$ cat src/stkt_pkg.sv
// Shared types, status codes and helpers for the severity-ranked top-k tracker.
// No dependencies; imported by stkt_cell and severity_ranked_top_k_tracker.
package stkt_pkg;

	localparam int DEF_LIST_CAP = 8;

	localparam logic [1:0] ST_PASS = 2'd0;
	localparam logic [1:0] ST_WARN = 2'd1;
	localparam logic [1:0] ST_FAIL = 2'd2;
	localparam logic [1:0] ST_UNAV = 2'd3;

	localparam logic [1:0] RANK_FAIL  = 2'd3;
	localparam logic [1:0] RANK_WARN  = 2'd2;
	localparam logic [1:0] RANK_OTHER = 2'd1;

	localparam logic MODE_RECORD = 1'b0;
	localparam logic MODE_READ   = 1'b1;

	typedef struct packed {
		logic        mode;
		logic [1:0]  status;
		logic [31:0] p95_us;
		logic [15:0] row_tag;
		logic [2:0]  read_index;
	} req_t;

	typedef struct packed {
		logic [31:0] tested_total;
		logic [31:0] fail_total;
		logic [31:0] warn_total;
		logic [31:0] unavail_total;
		logic [3:0]  list_size;
		logic        inserted;
		logic [2:0]  insert_position;
		logic        entry_valid;
		logic [1:0]  entry_status;
		logic [31:0] entry_p95_us;
		logic [15:0] entry_tag;
	} rsp_t;

	typedef struct packed {
		logic [1:0]  status;
		logic [31:0] p95_us;
		logic [15:0] tag;
	} entry_t;

	// What one cell hands to the next one down the list.
	typedef struct packed {
		logic   beat;
		entry_t entry;
	} cell_link_t;

	function automatic logic [1:0] severity(input logic [1:0] st);
		logic [1:0] r;
		r = RANK_OTHER;
		if (st == ST_FAIL) begin
			r = RANK_FAIL;
		end else if (st == ST_WARN) begin
			r = RANK_WARN;
		end
		return r;
	endfunction

endpackage

$ cat src/stkt_cell.sv
// One list position of the tracker: holds an entry, ranks the incoming row
// against it and takes either the new row or its upper neighbor's entry. Uses stkt_pkg.
module stkt_cell
	import stkt_pkg::*;
(
	input  logic       clk,
	input  logic       shift_en,
	input  logic       occupied,
	input  entry_t     new_entry,
	input  cell_link_t prev,
	output cell_link_t next
);

	entry_t     entry_q;
	logic [1:0] new_rank;
	logic [1:0] cur_rank;
	logic       beats;

	always_comb begin
		new_rank = severity(new_entry.status);
		cur_rank = severity(entry_q.status);
		beats = (new_rank > cur_rank) ||
			((new_rank == cur_rank) && (new_entry.p95_us > entry_q.p95_us));
	end

	// An empty position always yields to the new row.
	assign next.beat  = !occupied || beats;
	assign next.entry = entry_q;

	always_ff @(posedge clk) begin
		if (shift_en && next.beat) begin
			entry_q <= prev.beat ? prev.entry : new_entry;
		end
	end

endmodule

$ cat src/severity_ranked_top_k_tracker.sv
// Top level of the severity-ranked top-k tracker: counters, list of stkt_cell
// positions and the registered response. Uses stkt_pkg and stkt_cell.
//
// Usage:
//   Drive a request on req and raise start; it is taken at a rising edge where
//   start is high and busy is low. busy stays low, so one request is taken every
//   cycle. mode MODE_RECORD counts the row and, if it is not a pass, places it in
//   the ranked list (fail before warn before unavailable, larger p95 first, ties
//   after older entries; a full list drops its last entry). mode MODE_READ
//   returns the entry at read_index and changes nothing.
//   The response appears on rsp in the cycle after the request is taken,
//   marked by done for exactly that cycle. Throughput: one request per cycle,
//   set by the single compare-and-shift step that all list cells perform in
//   parallel, each against its own entry and its upper neighbor.
//   The receiver cannot stall: a response is gone after its done cycle.
//   Reset clears all counters, the list size and done; stored entries are
//   not cleared, since only positions below the list size are ever read.
module severity_ranked_top_k_tracker
	import stkt_pkg::*;
#(
	parameter int LIST_CAP = DEF_LIST_CAP
) (
	input  logic clk,
	input  logic arst_n,
	input  logic start,
	output logic busy,
	input  req_t req,
	output logic done,
	output rsp_t rsp
);

	localparam int IDX_W = (LIST_CAP > 1) ? $clog2(LIST_CAP) : 1;
	localparam int CNT_W = $clog2(LIST_CAP + 1);

	logic [31:0]      tested_q, fail_q, warn_q, unav_q;
	logic [31:0]      tested_d, fail_d, warn_d, unav_d;
	logic [CNT_W-1:0] count_q, count_d;
	logic             done_q;
	rsp_t             rsp_q;

	logic             accept;
	logic             record;
	logic             shift_en;
	entry_t           new_entry;
	cell_link_t       link [LIST_CAP+1];
	logic [LIST_CAP-1:0] occ;
	logic [LIST_CAP-1:0] take;
	logic             ins;
	logic [IDX_W-1:0] ins_pos;
	logic             rd_valid;
	entry_t           rd_entry;

	assign busy   = 1'b0;
	assign accept = start && !busy;
	assign record = accept && (req.mode == MODE_RECORD);
	assign shift_en = record && (req.status != ST_PASS);

	assign new_entry.status = req.status;
	assign new_entry.p95_us = req.p95_us;
	assign new_entry.tag    = req.row_tag;

	// The top of the chain has no neighbor to hand down.
	assign link[0].beat  = 1'b0;
	assign link[0].entry = new_entry;

	for (genvar i = 0; i < LIST_CAP; i++) begin : g_cell
		assign occ[i] = (CNT_W'(i) < count_q);
		stkt_cell u_cell (
			.clk      (clk),
			.shift_en (shift_en),
			.occupied (occ[i]),
			.new_entry(new_entry),
			.prev     (link[i]),
			.next     (link[i+1])
		);
		assign take[i] = link[i+1].beat;
	end

	// Insert position is the first cell that yields to the new row.
	always_comb begin
		ins_pos = '0;
		for (int i = LIST_CAP - 1; i >= 0; i--) begin
			if (take[i]) begin
				ins_pos = IDX_W'(i);
			end
		end
		ins = shift_en && (|take);
	end

	// Hold counters at their maximum.
	always_comb begin
		tested_d = tested_q;
		fail_d   = fail_q;
		warn_d   = warn_q;
		unav_d   = unav_q;
		count_d  = count_q;
		if (record) begin
			if (!(&tested_q)) tested_d = tested_q + 32'd1;
			unique case (req.status)
				ST_FAIL: if (!(&fail_q)) fail_d = fail_q + 32'd1;
				ST_WARN: if (!(&warn_q)) warn_d = warn_q + 32'd1;
				ST_UNAV: if (!(&unav_q)) unav_d = unav_q + 32'd1;
				default: ;
			endcase
		end
		if (ins && (count_q < CNT_W'(LIST_CAP))) begin
			count_d = count_q + CNT_W'(1);
		end
	end

	// Read mux: one position chosen by read_index.
	always_comb begin
		rd_valid = (int'(req.read_index) < int'(count_q)) &&
			(int'(req.read_index) < LIST_CAP);
		rd_entry = '0;
		for (int i = 0; i < LIST_CAP; i++) begin
			if (rd_valid && (int'(req.read_index) == i)) begin
				rd_entry = link[i+1].entry;
			end
		end
	end

	always_ff @(posedge clk or negedge arst_n) begin
		if (!arst_n) begin
			tested_q <= '0;
			fail_q   <= '0;
			warn_q   <= '0;
			unav_q   <= '0;
			count_q  <= '0;
			done_q   <= 1'b0;
		end else begin
			done_q <= accept;
			if (accept) begin
				tested_q <= tested_d;
				fail_q   <= fail_d;
				warn_q   <= warn_d;
				unav_q   <= unav_d;
				count_q  <= count_d;
			end
		end
	end

	// Response payload: no reset needed.
	always_ff @(posedge clk) begin
		if (accept) begin
			rsp_q.tested_total    <= tested_d;
			rsp_q.fail_total      <= fail_d;
			rsp_q.warn_total      <= warn_d;
			rsp_q.unavail_total   <= unav_d;
			rsp_q.list_size       <= 4'(count_d);
			rsp_q.inserted        <= ins;
			rsp_q.insert_position <= ins ? 3'(ins_pos) : 3'd0;
			rsp_q.entry_valid     <= (req.mode == MODE_READ) && rd_valid;
			if (req.mode == MODE_READ) begin
				rsp_q.entry_status <= rd_entry.status;
				rsp_q.entry_p95_us <= rd_entry.p95_us;
				rsp_q.entry_tag    <= rd_entry.tag;
			end else begin
				rsp_q.entry_status <= '0;
				rsp_q.entry_p95_us <= '0;
				rsp_q.entry_tag    <= '0;
			end
		end
	end

	assign done = done_q;
	assign rsp  = rsp_q;

	a_resp_follows: assert property (@(posedge clk) disable iff (!arst_n)
		accept |=> done)
		else $error("response did not follow an accepted request");

	a_count_cap: assert property (@(posedge clk) disable iff (!arst_n)
		count_q <= CNT_W'(LIST_CAP))
		else $error("list size beyond capacity");

	a_count_grows: assert property (@(posedge clk) disable iff (!arst_n)
		accept |=> (count_q >= $past(count_q)))
		else $error("list size shrank");

	a_read_no_insert: assert property (@(posedge clk) disable iff (!arst_n)
		accept && (req.mode == MODE_READ) |=> !rsp.inserted && (count_q == $past(count_q)))
		else $error("read request changed the list");

	a_record_no_entry: assert property (@(posedge clk) disable iff (!arst_n)
		accept && (req.mode == MODE_RECORD) |=> !rsp.entry_valid)
		else $error("record request returned an entry");

endmodule

$ cat config.mk
export PLATFORM = sky130hd
export DESIGN_NAME = severity_ranked_top_k_tracker
export DESIGN_NICKNAME = d
export VERILOG_FILES = /design/src/stkt_pkg.sv /design/src/stkt_cell.sv /design/src/severity_ranked_top_k_tracker.sv
export SDC_FILE = /design/constraint.sdc
export NUM_CORES = 2
export LEC_CHECK = 0
export BUFFER_PORTS_ARGS = -buffer_cell sky130_fd_sc_hd__buf_2
export CAP_MARGIN = 10
export CORE_MARGIN = 5
export CORE_UTILIZATION = 50
export DETAILED_ROUTE_END_ITERATION = 8
export GPL_TIMING_DRIVEN = 0
export HOLD_SLACK_MARGIN = 0.15
export PLACE_DENSITY = 0.68
export SETUP_SLACK_MARGIN = 0.5
export SLEW_MARGIN = 10
export SYNTH_ARGS = -nofsm -noshare
export SYNTH_HDL_FRONTEND = slang
export SYNTH_HIERARCHICAL = 1
export SYNTH_SLANG_ARGS = --single-unit
$ cat constraint.sdc
create_clock -name clk -period 12.2 [get_ports clk]
set_input_delay 1.83 -clock clk [delete_from_list [all_inputs] [get_ports clk]]
set_output_delay 1.83 -clock clk [all_outputs]
set_load 0.05 [all_outputs]
==> impl_metrics.py <==
metrics = {
    "grt": {
        "grt_usage_pct": 24.8,
        "grt_pass1_vias": 27400,
        "antenna_found_initial": 13,
        "grt_pass1_wl_um": 165000,
        "overflow": 0,
        "grt_max_degree": 113,
    },
    "clock_tree": {
        "htree_levels": 3,
        "postCtsHoldBufs": 0,
        "post_cts_buffers": 0,
        "cts_sinks": 720,
        "cts.repair.resized": 0,
        "numCtsBuffers": 80,
        "clkLatencyLatePin_ns": 0.63,
        "cts_tree": "yes",
        "ctsRootBufferMaster": "clkbuf_16",
        "clk_pin_slew_ns": 0.06,
        "cts_buffer_depth": 3,
    },
    "synth": {
        "synth_top_family_by_area": "multiplexers",
        "muxShareOfSynthArea_pct": 14.8,
        "synthXorXnorAreaFrac_pct": 5.26,
        "syn_area_um2": 40600,
        "synth_ff_type": "edfxtp_1",
        "yosysWarnings": 6,
        "yosys.area_share.simple_pct": 7.73,
        "ys_ff_latch": 720,
        "synth_compound_area_share_pct": 7.08,
        "ys_types": 73,
        "synth-edff-count": 587,
        "avgSynthCellArea_um2": 12.7,
        "synthAdderAreaFrac_pct": 9.12,
        "synth_cells": 3207,
        "ys_seq_area_share_pct": 51.6,
        "synth-async-reset-ratio_pct": 18.5,
    },
    "power_and_ir_drop": {
        "p_per_area_nw_per_um2": 193,
        "cellLeakagePower_uw": 0.0190,
        "vdd_ir_drop_max_v": 0.000130,
        "total_power_uw": 8980,
    },
    "critical_path": {
        "crit_chain": "buf_2, ha_1, nand4_1, nor4_1, o41ai_1, a21oi_1, nor4_1, a211oi_1, nor2b_1, clkbuf_1, nand2_1, xnor2_1",
        "start_kind": "input pin",
        "crit_start": "req[42]",
        "max_stage_delay_ns": 1.00,
        "endpoint_kind": "flop",
        "r2r-start": "g_cell[0].u_cell/next[39]$_DFFE_PP_",
        "crit_slowest_cell": "nor4_1",
        "crit_fanout": 17,
        "cp_common_cell": "nor4_1",
        "path_class": "in2reg",
        "arrival_ns": 6.42,
        "critPathRequiredTime_ns": 12.56,
    },
    "finish": {
        "nNetsFinal": 3910,
        "postLayoutCoreUtil_pct": 57.8,
        "drive_gt1_share_pct": 25.9,
        "final_common_cell": "edfxtp_1",
        "final_cell_mix": "587 x edfxtp_1, 394 x mux2_2, 337 x inv_1, 296 x ha_1, 290 x buf_2",
        "syn2layout_area_growth_pct": 14.6,
        "stdcell_area_um2": 46500,
    },
    "detailed_routing": {
        "vias": 27600,
        "drc_errors": 0,
        "post_drt_via_cell_ratio": 5.89,
        "routed_wl_um": 111000,
        "drt-pass1-iter-count": 5,
        "drt_iter0_markers": 2467,
        "postRouteAntennaNets": 0,
        "wire_per_inst_um": 23.6,
    },
    "sta": {
        "maxSlewHeadroom_pct": 15.7,
        "slew_viol_final": 0,
        "layout_setup_ws_ns": 6.14,
        "worst_pin_slew_ns": 1.26,
        "finalCritPeriodShare_pct": 49.7,
        "tns_ns": 0,
        "setup_viol": 0,
        "layout_min_cycle_time_ns": 6.06,
        "rsz0062_at_grt": "no",
        "fmax_mhz": 165,
        "report.final.hold_viol_count": 0,
        "skew_ns": 0.0152,
    },
    "die": {
        "dieHeight_um": 295,
        "start_util_pct": 50.4,
        "core-area_um2": 80500,
        "ios": 246,
        "die-area_um2": 87000,
        "dieWidth_um": 295,
        "rows": 104,
    },
    "placed_design": {
        "postPlaceCellArea_um2": 43900,
        "io_buffers": 243,
        "place_congestion": 0.906,
        "hpwl_um": 80200,
        "place_worst_setup_slack_ns": 5.80,
    },
    "worst_hold_path": {
        "min_path_type": "reg2reg",
        "hp-start": "unav_q[11]$_DFFE_PN0P_",
    },
    "job": {
        "max-cap-violations": 0,
    },
    "run_status": {
        "status": "completed",
    },
}
==> sequential cells by signal, summed over array words and instances (netlist names) <==
| name | count |
|---|---|
| tested_q | 32 |
| count_q | 4 |
| unav_q | 32 |
| done | 1 |
| g_cell.u_cell/next | 400 |
| rsp | 187 |
| fail_q | 32 |
| warn_q | 32 |
==> cell usage after synthesis (48+ instances only) <==
cell        n  area (µm²)
nand3_1    95         475
xor2_1     76         666
nand4_1   127         795
ha_1      296        3700
a21oi_1   114         571
o21ai_0    58         290
nor2_1    104         390
buf_2      48         240
mux2_2    394        4440
dfrtp_1   133        3330
edfxtp_1  587       17600
mux2i_1    49         490
clkbuf_1   56         210
nand2_1   120         450
mux4_2     48        1080
xnor2_1   168        1470
inv_1     337        1260
==> cell families (layout without fill, tap and decap cells) <==
kind of cell	after synthesis	count (layout)
buffers and inverters	455	866
xor gates and xnor gates	244	244
muxes	491	491
DFF	720	720
and+or+nand+nor	596	596
other	1	10
AOI/OAI and AO/OA	404	404
adders and majority gates	296	296
==> power by group <==
part / switching (µW) / internal, µW / leakage [µW]
Sequential: 208 / 3230 / 0.00730
Clock: 1020 / 1400 / 0.00127
Combinational: 1840 / 1280 / 0.0105
==> critical path, delay by kind of cell <==
kind / cells / cell delay, ns
compound gates: 3 / 1.83
simple gates: 5 / 1.75
buf+inv: 2 / 0.48
fa+ha+maj: 1 / 0.38
xor+xnor: 1 / 0.14
==> cell type report <==
class,count,area (µm²)
Fill cell,6610,34000
Sequential cell,720,21000
Multi-Input combinational cell,2033,18000
Clock buffer,98,2140
Timing Repair Buffer,267,1870
Tap cell,1060,1330
Inverter,337,1260
Buffer,118,518
Clock inverter,46,458
Antenna cell,8,20.0
==> final timing paths <==
| path | to | slack, ns | depth (start not counted) |
|---|---|---|---|
| max | rsp[57]$_DFFE_PP_ | 6.14 | 12 |
| min in group asynchronous | unav_q[18]$_DFFE_PN0P_ | 1.19 | 1 |
| min reg2reg | unav_q[11]$_DFFE_PN0P_ | 0.51 | 1 |
| max reg2reg | rsp[57]$_DFFE_PP_ | 7.22 | 12 |
| min | unav_q[11]$_DFFE_PN0P_ | 0.51 | 1 |
| max in group asynchronous | fail_q[21]$_DFFE_PN0P_ | 10.29 | 2 |
==> routing by layer <==
metal	GRT usage (%)	wire (µm)	up-vias	part of all wire (%)
met3	4.79	8820	233	8.0
met4	8.90	4000	4	3.6
met1	33.2	45500	13600	41
met2	40.7	52100	1052	47
met5	0	27	-	0.024
li1	-	-	12800	-
==> through the flow <==
stage | std cells | hold slack [ns]
after floorplan | 3208 | 0.480
after global placement | 4511 | 0.497
after detailed placement | 4535 | 0.500
after CTS | 4679 | 0.514
after global routing | 4684 | 0.523
final | 4687 | 0.508
No activity file was read; power rests on OpenSTA's default activity.
